<file path="config.mk">
export PLATFORM = sky130hd
export DESIGN_NAME = vn2d_sqrt_cell
export DESIGN_NICKNAME = d
export VERILOG_FILES = /design/src/sv/vn2d_pkg.sv /design/src/sv/vn2d_sqrt_cell.sv
export SDC_FILE = /design/constraint.sdc
export NUM_CORES = 1
export LEC_CHECK = 0
export ABC_CLOCK_PERIOD_IN_PS = 7400
export BUFFER_PORTS_ARGS = -buffer_cell sky130_fd_sc_hd__buf_2
export CORE_AREA = 2 2 153 155
export DETAILED_ROUTE_END_ITERATION = 16
export DIE_AREA = 0 0 155 157
export PLACE_DENSITY = 0.69
export REMOVE_ABC_BUFFERS = 1
export SLEW_MARGIN = 20
export SYNTH_ARGS = -nofsm -noshare
export SYNTH_HDL_FRONTEND = slang
export SYNTH_SLANG_ARGS = --single-unit
export TNS_END_PERCENT = 1
</file>
<file path="constraint.sdc">
create_clock -name clk -period 7.4 [get_ports clk]
set_input_delay 0.74 -clock clk [delete_from_list [all_inputs] [get_ports clk]]
set_output_delay 0.74 -clock clk [all_outputs]
set_load 0.1 [all_outputs]
</file>
<file path="src/sv/vn2d_pkg.sv">
package vn2d_pkg;

  localparam int DATA_W    = 32;
  localparam int RAD_W     = 64;
  localparam int REM_W     = 35;
  localparam int ROOT_W    = 32;
  localparam int PART_W    = 33;
  localparam int UNIT_W    = 18;
  localparam int TOL_W     = 17;
  localparam int FRAC_DEF  = 16;
  localparam int OUT_W     = 72;
  localparam int ADDR_W    = 3;
  localparam logic [ADDR_W-1:0] REG_TOL = 3'd0;
  localparam logic [TOL_W-1:0]  TOL_RESET = 17'd1;

  typedef struct packed {
    logic              valid;
    logic [RAD_W-1:0]  rad;
    logic [REM_W-1:0]  rem;
    logic [ROOT_W-1:0] root;
    logic [DATA_W-1:0] mx;
    logic [DATA_W-1:0] my;
    logic              nx;
    logic              ny;
  } sqrt_bus_t;

  typedef struct packed {
    logic              valid;
    logic [ROOT_W-1:0] len;
    logic [PART_W-1:0] rx;
    logic [PART_W-1:0] ry;
    logic              nx;
    logic              ny;
  } div_bus_t;

endpackage

</file>
<file path="src/sv/vn2d_sqrt_cell.sv">
module vn2d_sqrt_cell (
  input  logic                  clk,
  input  logic                  rst,
  input  logic                  en,
  input  vn2d_pkg::sqrt_bus_t   din,
  output vn2d_pkg::sqrt_bus_t   dout
);

  logic [vn2d_pkg::REM_W-1:0] rem_sh;
  logic [vn2d_pkg::REM_W-1:0] trial;
  logic                       take;
  vn2d_pkg::sqrt_bus_t        dout_next;

  always_comb begin
    rem_sh = {din.rem[vn2d_pkg::REM_W-3:0], din.rad[vn2d_pkg::RAD_W-1 -: 2]};
    trial  = {1'b0, din.root, 2'b01};
    take   = rem_sh >= trial;
    dout_next       = din;
    dout_next.rad   = {din.rad[vn2d_pkg::RAD_W-3:0], 2'b00};
    dout_next.rem   = take ? rem_sh - trial : rem_sh;
    dout_next.root  = {din.root[vn2d_pkg::ROOT_W-2:0], take};
  end

  always_ff @(posedge clk) begin
    if (rst) begin
      dout.valid <= 1'b0;
    end else if (en) begin
      dout.valid <= din.valid;
    end
    if (en) begin
      dout.rad  <= dout_next.rad;
      dout.rem  <= dout_next.rem;
      dout.root <= dout_next.root;
      dout.mx   <= dout_next.mx;
      dout.my   <= dout_next.my;
      dout.nx   <= dout_next.nx;
      dout.ny   <= dout_next.ny;
    end
  end

endmodule

</file>
== Word level (Yosys, flattened, before mapping) ==
Index checks and enable logic that the tools add are counted.

* Flip-flop bits (word level): 196
* Input bits: 201
* Output and inout port bits: 198
* Word-level logic and storage cells: 11

* Add/sub/neg operators: 1
* Magnitude comparators: 1
* Multiplexer cells: 1

{| class="wikitable"
|+ Operators with widths
! kind !! number
|-
| 35-bit by 34-bit greater-or-equal comparator with 1-bit output || 1
|-
| 35-bit two-way mux || 1
|-
| 35-bit by 34-bit subtractor with 35-bit output || 1
|}

== Depth between registers and ports, before layout ==
* Word-level depth: 2
* Gate-level depth with buffers: 14
* Depth with buffers taken out: 11

== Least setup slack after synthesis ==
OpenSTA, ideal clock, no wires.

* Kind: in2reg
* Start point: in din[66] (netlist bit)
* End point: reg dout[132] (netlist bit) (data pin)
* Setup time: 256 ps
* Arrival time: 2,902 ps
* Required time: 7,144 ps
* Setup slack: 4,242 ps
* Stages on the path: 11
* Path buffers: 1
* Cells stage by stage: inv_1 -> ha_1 -> o211ai_1 -> o211ai_1 -> a311o_1 -> and3_1 -> or3_1 -> nand2_2 -> buf_2 -> a211oi_1 -> a31o_2

{| class="wikitable"
|+ RTL lines
! element !! RTL line !! RTL
|-
| start, declared || vn2d_sqrt_cell.sv:5 || <nowiki>input vn2d_pkg::sqrt_bus_t din,</nowiki>
|-
| end, declared || vn2d_sqrt_cell.sv:6 || <nowiki>output vn2d_pkg::sqrt_bus_t dout</nowiki>
|}

==> qor.yml <==
place_ws_ns: 3.06
yosysWarnings: 0
worst_slack_ns: 3.47
fp.dieH_um: 157
min_period_over_period: 0.531
maxSlewHeadroom: 0.275
clock-sinks: 196
antenna_found_initial: 13
arrival_ns: 4.12
synthAdderAreaFrac: 0.0510
cts_tree: "built"
synth_xor_area_frac: 0.0294
postCtsSetupBuffers: 0
drive_gt1_frac: 0.435
ant_nets: 0
total_power_mw: 3.53
fillCellCount: 2037
comb_power_share: 0.343
dp.cells: 1255
setup_viol: 0
async_flop_share: 0
worst-slew-pin-transition_ns: 1.09
finalHoldViolCount: 0
max_flop_register: "dout"
post_cts_resized: 0
clock_latency_ns: 0.43
start_util: 0.371
area.growth.synth_to_final_pct: 34.2
min_period_ns: 3.93
finalNonFillerCells: 1291
synth_area_mm2: 0.00834
dp_hpwl_um: 20800
synthCells: 598
clkSlewWorstSetupHoldPaths_ns: 0.08
ios: 399
crit_required_ns: 7.59
wire_per_inst_um: 20.8
largest_reg_flops: 196
whs_ns: 0.474
dieArea_mm2: 0.0243
final_common_cell: "buf_2"
syn_area_per_cell_um2: 13.9
critPathCaptureType: "flip-flop"
pwr-share-clk: 0.268
via_per_inst: 5.03
report.final.slew_viol_count: 0
p_sw_frac: 0.431
rsz0062_at_grt: "no"
yosysUniqueCellTypes: 51
htree_levels: 4
yosys_register_bits: 196
reg_top3: "dout x196"
tns_ns: 0
skew_ns: 0
crit_path_max_fanout: 49
synth_compound_area_frac: 0.0993
cts_hold_buf: 0
power.density_mw_per_mm2: 315
io_buffers: 394
clk_path_buf_depth: 2
most-common-layout-cells: "buf_2 (393), edfxtp_1 (195), a21oi_1 (51)"
grt_first_pass_wirelength_um: 37400
vdd_drop_max_v: 0.000141
totalWireLength_um: 26800
grt_pass1_vias: 6074
cts-root-buf: "clkbuf_16"
gr-total-overflow: 0
grt_max_degree: 128
dr_total_vias: 6492
coreArea_mm2: 0.0225
yosysSeqAreaShare: 0.704
synth_edf_count: 195
ys.flop_type: "edfxtp_1"
first_pass_iters: 5
p_int_mw: 2.01
rrSetupSlack_ns: 6.80
worstSetupPathType: "input pin to flip-flop"
drcViolationCount: 0
max_freq_mhz: 254
cts_made_buffers: 17
maxCapViolCount: 0
seqPwrFrac: 0.389
rows: 55
muxShareOfSynthArea: 0.00375
hp-class: "input pin to flip-flop"
die_w_um: 155
p_leak_nw: 4.97
start_kind: "input pin"
synth_top_family_by_area: "compound AO/OA/AOI/OAI gates"
p_switching_mw: 1.52
synth-simple-area-share: 0.0798
drt_iter0_drc: 520
place_congestion: 0.859
grt_usage: 0.210
status: "complete, no violations"
layout.nets: 1224
## layer usage
| layer | vias up | track usage | wire, µm |
|---|---|---|---|
| li1 | 3015 | - | - |
| met1 | 3137 | 0.254 | 10200 |
| met2 | 296 | 0.355 | 13400 |
| met3 | 34 | 0.0782 | 2640 |
| met4 | 10 | 0.0529 | 444 |
| met5 | - | 0 | 65 |
## worst max-delay path, stage by stage
cell and delay, ns:
buf_2 0.08, inv_1 0.04, ha_1 0.38, o211ai_1 0.24, o211ai_1 0.20, a311o_1 0.48, and3_1 0.22, or3_1 0.40
nand2_2 0.41, inv_2 0.49, mux2_2 0.41
## kinds of logic after synthesis
family          Yosys count
simple gates            142
other cells               1
flops                   196
compound gates          132
xor+xnor                 28
mux                       3
buf+inv                  62
fa+ha+maj                34
## cell usage after synthesis, types with 12 or more instances
master    instances  share of area
a21o_1           14          0.013
a21oi_1          51          0.031
clkbuf_1         17         0.0077
edfxtp_1        195           0.70
ha_1             34          0.051
inv_1            37          0.017
nand2_1          43          0.019
nand3_1          12         0.0072
nor2_1           44          0.020
o21ai_0          20          0.012
xnor2_1          16          0.017
xor2_1           12          0.013
## final timing paths
check | from | to | cells after the start
max | din[66] | dout[110]$_DFFE_PP_ | 11
max reg2reg | dout[197]$_SDFFE_PP0P_ | dout[197]$_SDFFE_PP0P_ | 2
min | din[61] | dout[61]$_DFFE_PP_ | 1
min reg2reg | dout[197]$_SDFFE_PP0P_ | dout[197]$_SDFFE_PP0P_ | 2
## per-stage QoR
step,utilization,cell area [µm²]
floorplan,-,8220
global placement,0.470,10600
detailed placement,0.470,10600
CTS,0.497,11200
global route,0.497,11200
finish,0.497,11200
## power groups by stage
stage	clock network (mW)	logic, mW	registers [mW]
5_1_grt	1.01	1.25	1.38
3_5_place_dp	0	1.21	1.40
3_3_place_gp	0	1.20	1.39
6_report	0.946	1.21	1.37
2_1_floorplan	0	0.194	2.16
4_1_cts	0.971	1.21	1.37
## cell type report
type / count / area (µm²) / area share
sequential: 196 / 5880 / 0.525
multi-input combinational: 341 / 2200 / 0.197
timing repair buffer: 395 / 1990 / 0.178
clock buffer: 17 / 425 / 0.0380
tap: 285 / 357 / 0.0319
clock inverter: 15 / 191 / 0.0171
inverter: 38 / 143 / 0.0127
antenna: 4 / 10.0 / 0.000894
No activity file was read; power rests on OpenSTA's default activity.
