==> config.mk <==
export PLATFORM = sky130hd
export DESIGN_NAME = vn2d_div_cell
export DESIGN_NICKNAME = d
export VERILOG_FILES = /design/src/sv/vn2d_pkg.sv /design/src/sv/vn2d_div_cell.sv
export SDC_FILE = /design/constraint.sdc
export NUM_CORES = 1
export LEC_CHECK = 0
export ABC_AREA = 0
export BUFFER_PORTS_ARGS = -buffer_cell sky130_fd_sc_hd__buf_2
export CAP_MARGIN = 20
export CORE_ASPECT_RATIO = 1.1
export CORE_MARGIN = 2
export CORE_UTILIZATION = 40
export DETAILED_ROUTE_END_ITERATION = 6
export PLACE_DENSITY_LB_ADDON = 0.3
export SLEW_MARGIN = 20
export SYNTH_ARGS = -nofsm -noshare
export SYNTH_HDL_FRONTEND = slang
export SYNTH_SLANG_ARGS = --single-unit
==> constraint.sdc <==
create_clock -name clk -period 3.55 [get_ports clk]
set_clock_uncertainty 0.05 [all_clocks]
set_input_delay 0.1775 -clock clk [delete_from_list [all_inputs] [get_ports clk]]
set_output_delay 0.1775 -clock clk [all_outputs]
set_load 0.05 [all_outputs]
==> src/sv/vn2d_pkg.sv <==
package vn2d_pkg;

  localparam int DATA_W    = 32;
  localparam int RAD_W     = 64;
  localparam int REM_W     = 35;
  localparam int ROOT_W    = 32;
  localparam int PART_W    = 33;
  localparam int UNIT_W    = 18;
  localparam int TOL_W     = 17;
  localparam int FRAC_DEF  = 16;
  localparam int OUT_W     = 72;
  localparam int ADDR_W    = 3;
  localparam logic [ADDR_W-1:0] REG_TOL = 3'd0;
  localparam logic [TOL_W-1:0]  TOL_RESET = 17'd1;

  typedef struct packed {
    logic              valid;
    logic [RAD_W-1:0]  rad;
    logic [REM_W-1:0]  rem;
    logic [ROOT_W-1:0] root;
    logic [DATA_W-1:0] mx;
    logic [DATA_W-1:0] my;
    logic              nx;
    logic              ny;
  } sqrt_bus_t;

  typedef struct packed {
    logic              valid;
    logic [ROOT_W-1:0] len;
    logic [PART_W-1:0] rx;
    logic [PART_W-1:0] ry;
    logic              nx;
    logic              ny;
  } div_bus_t;

endpackage

==> src/sv/vn2d_div_cell.sv <==
module vn2d_div_cell #(
  parameter int QW = vn2d_pkg::FRAC_DEF + 1
) (
  input  logic                 clk,
  input  logic                 rst,
  input  logic                 en,
  input  vn2d_pkg::div_bus_t   din,
  input  logic [QW-1:0]        qx_in,
  input  logic [QW-1:0]        qy_in,
  output vn2d_pkg::div_bus_t   dout,
  output logic [QW-1:0]        qx,
  output logic [QW-1:0]        qy
);

  logic [vn2d_pkg::PART_W-1:0] lenx;
  logic [vn2d_pkg::PART_W-1:0] sx;
  logic [vn2d_pkg::PART_W-1:0] sy;
  logic                        bx;
  logic                        by;

  always_comb begin
    lenx = {1'b0, din.len};
    bx   = din.rx >= lenx;
    by   = din.ry >= lenx;
    sx   = bx ? din.rx - lenx : din.rx;
    sy   = by ? din.ry - lenx : din.ry;
  end

  always_ff @(posedge clk) begin
    if (rst) begin
      dout.valid <= 1'b0;
    end else if (en) begin
      dout.valid <= din.valid;
    end
    if (en) begin
      dout.len <= din.len;
      dout.nx  <= din.nx;
      dout.ny  <= din.ny;
      dout.rx  <= {sx[vn2d_pkg::PART_W-2:0], 1'b0};
      dout.ry  <= {sy[vn2d_pkg::PART_W-2:0], 1'b0};
      qx       <= {qx_in[QW-2:0], bx};
      qy       <= {qy_in[QW-2:0], by};
    end
  end

endmodule

# Word-level counts from Yosys, hierarchy flattened
# Index checks and enable logic that the tools add are counted.
[classes]
order_cmp = 2
n_mux = 2
n_addsub = 2
[ops]
columns = ["op", "n"]
rows = [
  ["greater-or-equal comparator 33 x 32 -> 1 bit", 2],
  ["2-to-1 mux 32 bit", 2],
  ["subtractor 32 bit", 2],
]
[totals]
in_bits = 138
elab_cells = 14
ff_bits = 133

# Longest topological paths before layout
# Gate-level depths: netlist of the first run.
[logic_depth]
word_depth = 2
depth_mapped = 14
mapped_depth_nobuf = 12

# Least setup slack after synthesis of the first run
# OpenSTA, ideal clock, no wires.
[synth_timing]
kind = "in2reg"
start = "input port din[85] (netlist bit)"
end = "register dout[17] (netlist bit) (data pin)"
path_buffers = 0
setup_ns = 0.260
t_required_ns = 3.240
setup_slack_ns = 0.895
t_arrival_ns = 2.345
stages = 11
path_cell_list = "inv_1 ha_1 and3_1 nand4_1 or3_1 o41a_1 and3_1 a21oi_2 nand2_2 inv_2 mux2_2"
[synth_via]
elab_chain_cells = 2
[synth_lines]
columns = ["item", "line_no", "source"]
rows = [
  ["start, declared", "vn2d_div_cell.sv:7", "input vn2d_pkg::div_bus_t din,"],
  ["greater-or-equal comparator 33 x 32 -> 1 bit", "vn2d_div_cell.sv:24", "by = din.ry >= lenx;"],
  ["net by", "vn2d_div_cell.sv:19", "logic by;"],
  ["2-to-1 mux 32 bit", "vn2d_div_cell.sv:26", "sy = by ? din.ry - lenx : din.ry;"],
  ["net sy, one bit", "vn2d_div_cell.sv:17", "logic [vn2d_pkg::PART_W-1:0] sy;"],
  ["end, declared", "vn2d_div_cell.sv:10", "output vn2d_pkg::div_bus_t dout,"],
]
# The timed path passes the listed nets, and every way through them passes these cells.
# A chain may end at the register's enable or synchronous reset.

# Final worst setup path of the first run
[layout_timing]
start = "input port din[86] (netlist bit)"
end = "register dout[26] (netlist bit) (data pin)"
[layout_via]
elab_chain_cells = 2
[layout_lines]
columns = ["item", "line_no"]
rows = [
  ["subtractor 32 bit / greater-or-equal comparator 33 x 32 -> 1 bit (equally long branches)", "vn2d_div_cell.sv:26, vn2d_div_cell.sv:24"],
  ["2-to-1 mux 32 bit *", "vn2d_div_cell.sv:26"],
  ["net sy, one bit", "vn2d_div_cell.sv:17"],
]
# The timed path passes the listed nets; every way through them passes the cells marked *.

==> results.json, run 1 <==
{
  "grt.total_usage_pct": 21.34,
  "grt_setup_unrepaired": "false",
  "cts.sinks": 133,
  "period_needed_ns": 3.327,
  "antenna_found_initial": 5,
  "die_x_um": 140.4,
  "cp-end-kind": "flop",
  "leakage_nw": 5.019,
  "grt_pass1_wl_um": 35900,
  "layout-drive-gt1-share_pct": 28.02,
  "status": "finished clean",
  "routed_wl_um": 23470,
  "post_cts_buffers": 0,
  "criticalPathCategory": "primary input to flop",
  "dp_hpwl_um": 17680,
  "ys.flop_type": "edfxtp_1",
  "insertion_delay_ns": 0.42,
  "finalWeightedCongestion": 0.8580,
  "yosysWarnings": 0,
  "cts_buffer_depth": 2,
  "dp_slack_ns": 0.3169,
  "ir_drop_uv": 302.7,
  "cts.htree.levels": 4,
  "via_count": 7221,
  "coreArea_um2": 19930,
  "remaining_drc_errors": 0,
  "syn_to_final_growth_pct": 37.55,
  "drt_pass1_iterations": 5,
  "synth_xor_area_share_pct": 5.988,
  "slew_violations": 0,
  "finalSetupTns_ns": 0,
  "required_ns": 3.64,
  "root_buffer": "clkbuf_16",
  "die_h_um": 154.1,
  "cap_viol_max_count": 0,
  "viasPerCell": 5.078,
  "synth_seq_cells": 133,
  "wl_per_cell_um": 16.51,
  "drt_iter0_drc": 408,
  "grt_pass1_vias": 7060,
  "ant_nets": 0,
  "timing.fmax_ghz": 0.3005,
  "overflow": 0,
  "ys_types": 57,
  "total_power_mw": 5.659,
  "synth_top_family_by_area": "compound AO/OA/AOI/OAI gates",
  "path_clk_slew_ns": 0.06,
  "synth_edf_count": 132,
  "fin_crit_sh_pct": 93.73,
  "io_buffers": 268,
  "synth_fa_ha_area_share_pct": 10.27,
  "tightest_slew_ns": 0.7414,
  "hold_path_class": "primary input to flop",
  "die-area_um2": 21640,
  "final_core_utilization_pct": 56.52,
  "syn-cell-area_um2": 8190,
  "postPlaceCellArea_um2": 9774,
  "hold_viol": 0,
  "critPathArrivalTime_ns": 3.41,
  "nets": 1358,
  "grt_max_degree": 73,
  "power_density_nw_per_um2": 502.3,
  "synth.yosys.seq_area_share_pct": 48.64,
  "cts_tree": "built",
  "start_util_pct": 41.09,
  "synth_compound_area_share_pct": 17.63,
  "synth_mux_area_share_pct": 1.069,
  "crit_fanout": 58,
  "ios": 273,
  "synth-async-reset-ratio_pct": 0,
  "worst_setup_path_start_kind": "primary input",
  "postSynthCellCount": 800,
  "avgSynthCellArea_um2": 10.24,
  "synth-simple-area-share_pct": 11.98,
  "relSlewSlack_pct": 50.57,
  "cts_made_buffers": 17,
  "setup_viol": 0,
  "stdcell_area_um2": 11270,
  "rows": 54,
  "setup_ws_ns": 0.2226
}
layout by cell type (no fill, tap or decap), drive strengths merged, types with 26 or more instances in the layout:
cell type / n
nand2: 99
edfxtp: 132
inv: 60
ha: 64
a21oi: 65
dlygate4sd3: 90
xnor2: 26
xor2: 30
o21ai: 89
buf: 274
nor2: 29
layer usage:
metal,global-route usage [%],vias to the layer above,part of all wire [%]
met5,0,-,0.055
met4,9.428,2,2.7
met3,4.204,43,5.1
met2,36.83,210,49
met1,25.89,3332,43
li1,-,3634,-
worst max-delay path: stages:
cell	delay (ns)
dlygate4sd3_1	0.52
buf_2	0.12
inv_1	0.10
ha_1	0.39
and3_1	0.28
nand4_1	0.11
or3_1	0.37
o41a_1	0.44
and3_1	0.18
a21oi_2	0.11
nand2_2	0.07
buf_4	0.29
nand2_1	0.13
o21ai_1	0.08
layout make-up:
class / count / area, um2
Timing Repair Buffer: 364 / 2306
Antenna cell: 3 / 7.507
Clock buffer: 17 / 425.4
Tap cell: 252 / 315.3
Clock inverter: 15 / 153.9
Multi-Input combinational cell: 582 / 3864
Inverter: 56 / 210.2
Fill cell: 1766 / 8666
Sequential cell: 133 / 3984
cells by family (layout without fill, tap and decap cells):
| kind of cell | count (synthesis) | in the layout |
|---|---|---|
| adders and majority gates | 66 | 66 |
| DFF | 133 | 133 |
| muxes | 8 | 8 |
| xor gates and xnor gates | 56 | 56 |
| other | 1 | 5 |
| AOI/OAI and AO/OA | 238 | 238 |
| and+or+nand+nor | 212 | 212 |
| buffers and inverters | 86 | 452 |
power by group:
part	internal, mW	switching [mW]
Combinational	0.581	1.32
Clock	1.04	0.697
Sequential	1.97	0.0475
cell usage after synthesis, types with 7 or more instances:
cell type,n,area share (%)
and3_1,9,0.69
o21bai_1,13,1.2
nor2b_1,9,0.69
xnor2_1,26,2.8
nand4_1,15,1.1
nor3_1,7,0.43
clkbuf_1,20,0.92
xor2_1,30,3.2
nor2_1,29,1.3
nand3_1,25,1.5
a31oi_1,9,0.69
o21ai_1,17,1.0
nand2_1,97,4.4
inv_1,55,2.5
a21oi_1,64,3.9
o21ai_0,70,4.3
a21o_1,25,2.3
edfxtp_1,132,48
ha_1,64,9.8
final timing paths:
check,from,to,slack [ns],cells after the start
max,din[86],dout[26],0.22,14
min,din[30],dout[31],0.02,3
max reg2reg,dout[100],dout[100],2.38,3
min reg2reg,dout[100],dout[100],0.98,3
state kept, by name, summed over array words and instances, names as in the netlist:
| signal | flops |
|---|---|
| dout | 99 |
| qx | 17 |
| qy | 17 |
metrics by stage:
stage | cells | hold WS (ns)
CTS | 1419 | 0.0001561
global route | 1421 | 0.01668
detailed placement | 1297 | 0.2885
global placement | 1297 | 0.2853
finish | 1422 | 0.01573
floorplan | 801 | 0.1999
what timing repair did:
action / CTS / global route
endpoints found under the setup margin: 0 / 18
endpoints found under the hold margin: 89 / 0
hold buffers: 90 / 0
resized for setup: 0 / 1
(Power assumes the default switching activity.)
==> run 2: changes to the inputs <==
==> constraint.sdc (replaced) <==
create_clock -name clk -period 4.1 [get_ports clk]
set_clock_uncertainty 0.05 [all_clocks]
set_input_delay 0.615 -clock clk [delete_from_list [all_inputs] [get_ports clk]]
set_output_delay 0.615 -clock clk [all_outputs]
set_load 0.05 [all_outputs]
==> run 2 against run 1 <==
Against the previous run:
- utilization down 4.3 points
- flip-flop and latch count unchanged
- routed wire length is 4.7% lower
- die area did not move
- final area is 7.7% lower
- register-to-register slack improved by 1.1 ns
- global-route usage down 0.99 points
- largest cell class unchanged
- highest routed layer unchanged
==> results.json, run 2 (synthesis results as in run 1) <==
{
  "cap_viol_max_count": 0,
  "crit_fanout": 16,
  "routed_wl_um": 22380,
  "top_usage_layer": "met2",
  "final_cell_mix": "267 x buf_2, 132 x edfxtp_1, 97 x nand2_1, 70 x o21ai_0",
  "crit_family": "simple AND/OR/NAND/NOR gates",
  "insertion_delay_ns": 0.42,
  "total_power_mw": 4.883,
  "grt_pass1_vias": 6587,
  "use_met3_pct": 5.481,
  "grtUsageMet1_pct": 25.00,
  "largest_register_ffs": 99,
  "grt_max_degree": 70,
  "drt_iter0_drc": 511,
  "io_buffers": 268,
  "drt_pass1_iterations": 5,
  "die-area_um2": 21640,
  "cp_common_cell": "and3_1",
  "cts.htree.levels": 4,
  "setup_viol": 0,
  "layout-drive-gt1-share_pct": 30.36,
  "path_cells": "buf_2 -> inv_1 -> ha_1 -> and3_1 -> nand4_1 -> or3_1 -> o41a_1 -> and3_1 -> a21oi_2 -> nand2_2 -> inv_2 -> mux2_2",
  "top_register": "dout",
  "die_h_um": 154.1,
  "p_clk_share_pct": 31.9,
  "internal-power_mw": 3.067,
  "die_x_um": 140.4,
  "cts_resized": 0,
  "tightest_slew_ns": 0.7120,
  "met2_usage_pct": 34.73,
  "finalWeightedCongestion": 0.8574,
  "crit_slowest_cell": "o41a_1",
  "dp_hpwl_um": 17650,
  "swShare_pct": 37.18,
  "postPlaceCellArea_um2": 9787,
  "fillCellCount": 1855,
  "remaining_drc_errors": 0,
  "rows": 54,
  "critPathBufInv": 3,
  "timing.fmax_ghz": 0.3001,
  "power_density_nw_per_um2": 469.5,
  "antenna_found_initial": 8,
  "combPwrFrac_pct": 32.4,
  "viasPerCell": 5.159,
  "worst_setup_path_start_kind": "primary input",
  "relSlewSlack_pct": 52.21,
  "fin_crit_sh_pct": 81.28,
  "stdcell_area_um2": 10400,
  "grt_setup_unrepaired": "false",
  "syn_to_final_growth_pct": 26.98,
  "start_util_pct": 41.09,
  "hold_path_class": "primary input to flop",
  "ant_nets": 0,
  "cts_buffer_depth": 2,
  "top_regs": "dout x99, qx x17, qy x17",
  "period_needed_ns": 3.332,
  "path_clk_slew_ns": 0.07,
  "root_buffer": "clkbuf_16",
  "critPathArrivalTime_ns": 3.45,
  "cts_tree": "built",
  "grt_pass1_wl_um": 34160,
  "cts_made_buffers": 17,
  "final_core_utilization_pct": 52.18,
  "ios": 273,
  "ir_drop_uv": 265.4,
  "coreArea_um2": 19930,
  "via_count": 6892,
  "nets": 1268,
  "cp-end-kind": "flop",
  "ctsHoldBuffers": 0,
  "leakage_nw": 4.650,
  "hold_viol": 0,
  "p_seq_share_pct": 35.7,
  "required_ns": 4.22,
  "cts.sinks": 133,
  "wl_per_cell_um": 16.75,
  "post_cts_buffers": 0,
  "power_switching_mw": 1.815,
  "finalSetupTns_ns": 0,
  "slew_violations": 0,
  "overflow": 0,
  "mostFrequentLayoutCell": "buf_2",
  "crit_path_max_incr_delay_ns": 0.45,
  "grt.total_usage_pct": 20.36,
  "criticalPathCategory": "primary input to flop",
  "status": "finished clean"
}
-- run 2: changes by cell type in the layout (fill, tap and decap cells not counted), sizes merged --
cell / delta
diode: +4
clkinv: -3
inv: +2
dlygate4sd3: -90
clkinvlp: +1
-- run 2: cell type report --
type	instances	area [um2]	area share [%]
tap	252	315.3	3.032
timing repair buffer	274	1418	13.63
antenna	7	17.52	0.1684
sequential	133	3984	38.31
inverter	56	210.2	2.021
clock inverter	15	170.2	1.636
clock buffer	17	425.4	4.090
multi-input combinational	582	3860	37.11
-- run 2: power by group through the flow --
stage	clock [mW]	combinational, mW	sequential [mW]
final	1.56	1.58	1.74
after global routing	1.65	1.71	1.76
after CTS	1.59	1.59	1.74
after floorplan	0	0.592	2.36
after global placement	0	1.57	1.77
after detailed placement	0	1.58	1.77
-- run 2: final timing paths --
check | from | depth (start not counted) | slack (ns) | endpoint
worst max-delay path | din[87] | 12 | 0.77 | dout[18]
worst min-delay path | rst | 2 | 0.29 | dout[100]
worst max register to register | dout[100] | 2 | 3.48 | dout[100]
worst min register to register | dout[100] | 2 | 0.44 | dout[100]
-- run 2: per-layer routing --
| layer | vias up | wire, um | part of all wire, % |
|---|---|---|---|
| met5 | - | 8 | 0.036 |
| li1 | 3466 | - | - |
| met2 | 199 | 11050 | 49 |
| met3 | 28 | 1472 | 6.6 |
| met1 | 3197 | 9430 | 42 |
| met4 | 2 | 416 | 1.9 |
-- run 2: per-stage QoR --
| step | hold WS (ns) | worst slack, ns | instances |
|---|---|---|---|
| floorplan | 0.6374 | 1.008 | 801 |
| global placement | 0.4200 | 0.3863 | 1297 |
| detailed placement | 0.4287 | 0.3401 | 1297 |
| CTS | 0.2711 | 0.7795 | 1329 |
| global route | 0.2813 | 0.6258 | 1333 |
| finish | 0.2872 | 0.7677 | 1336 |
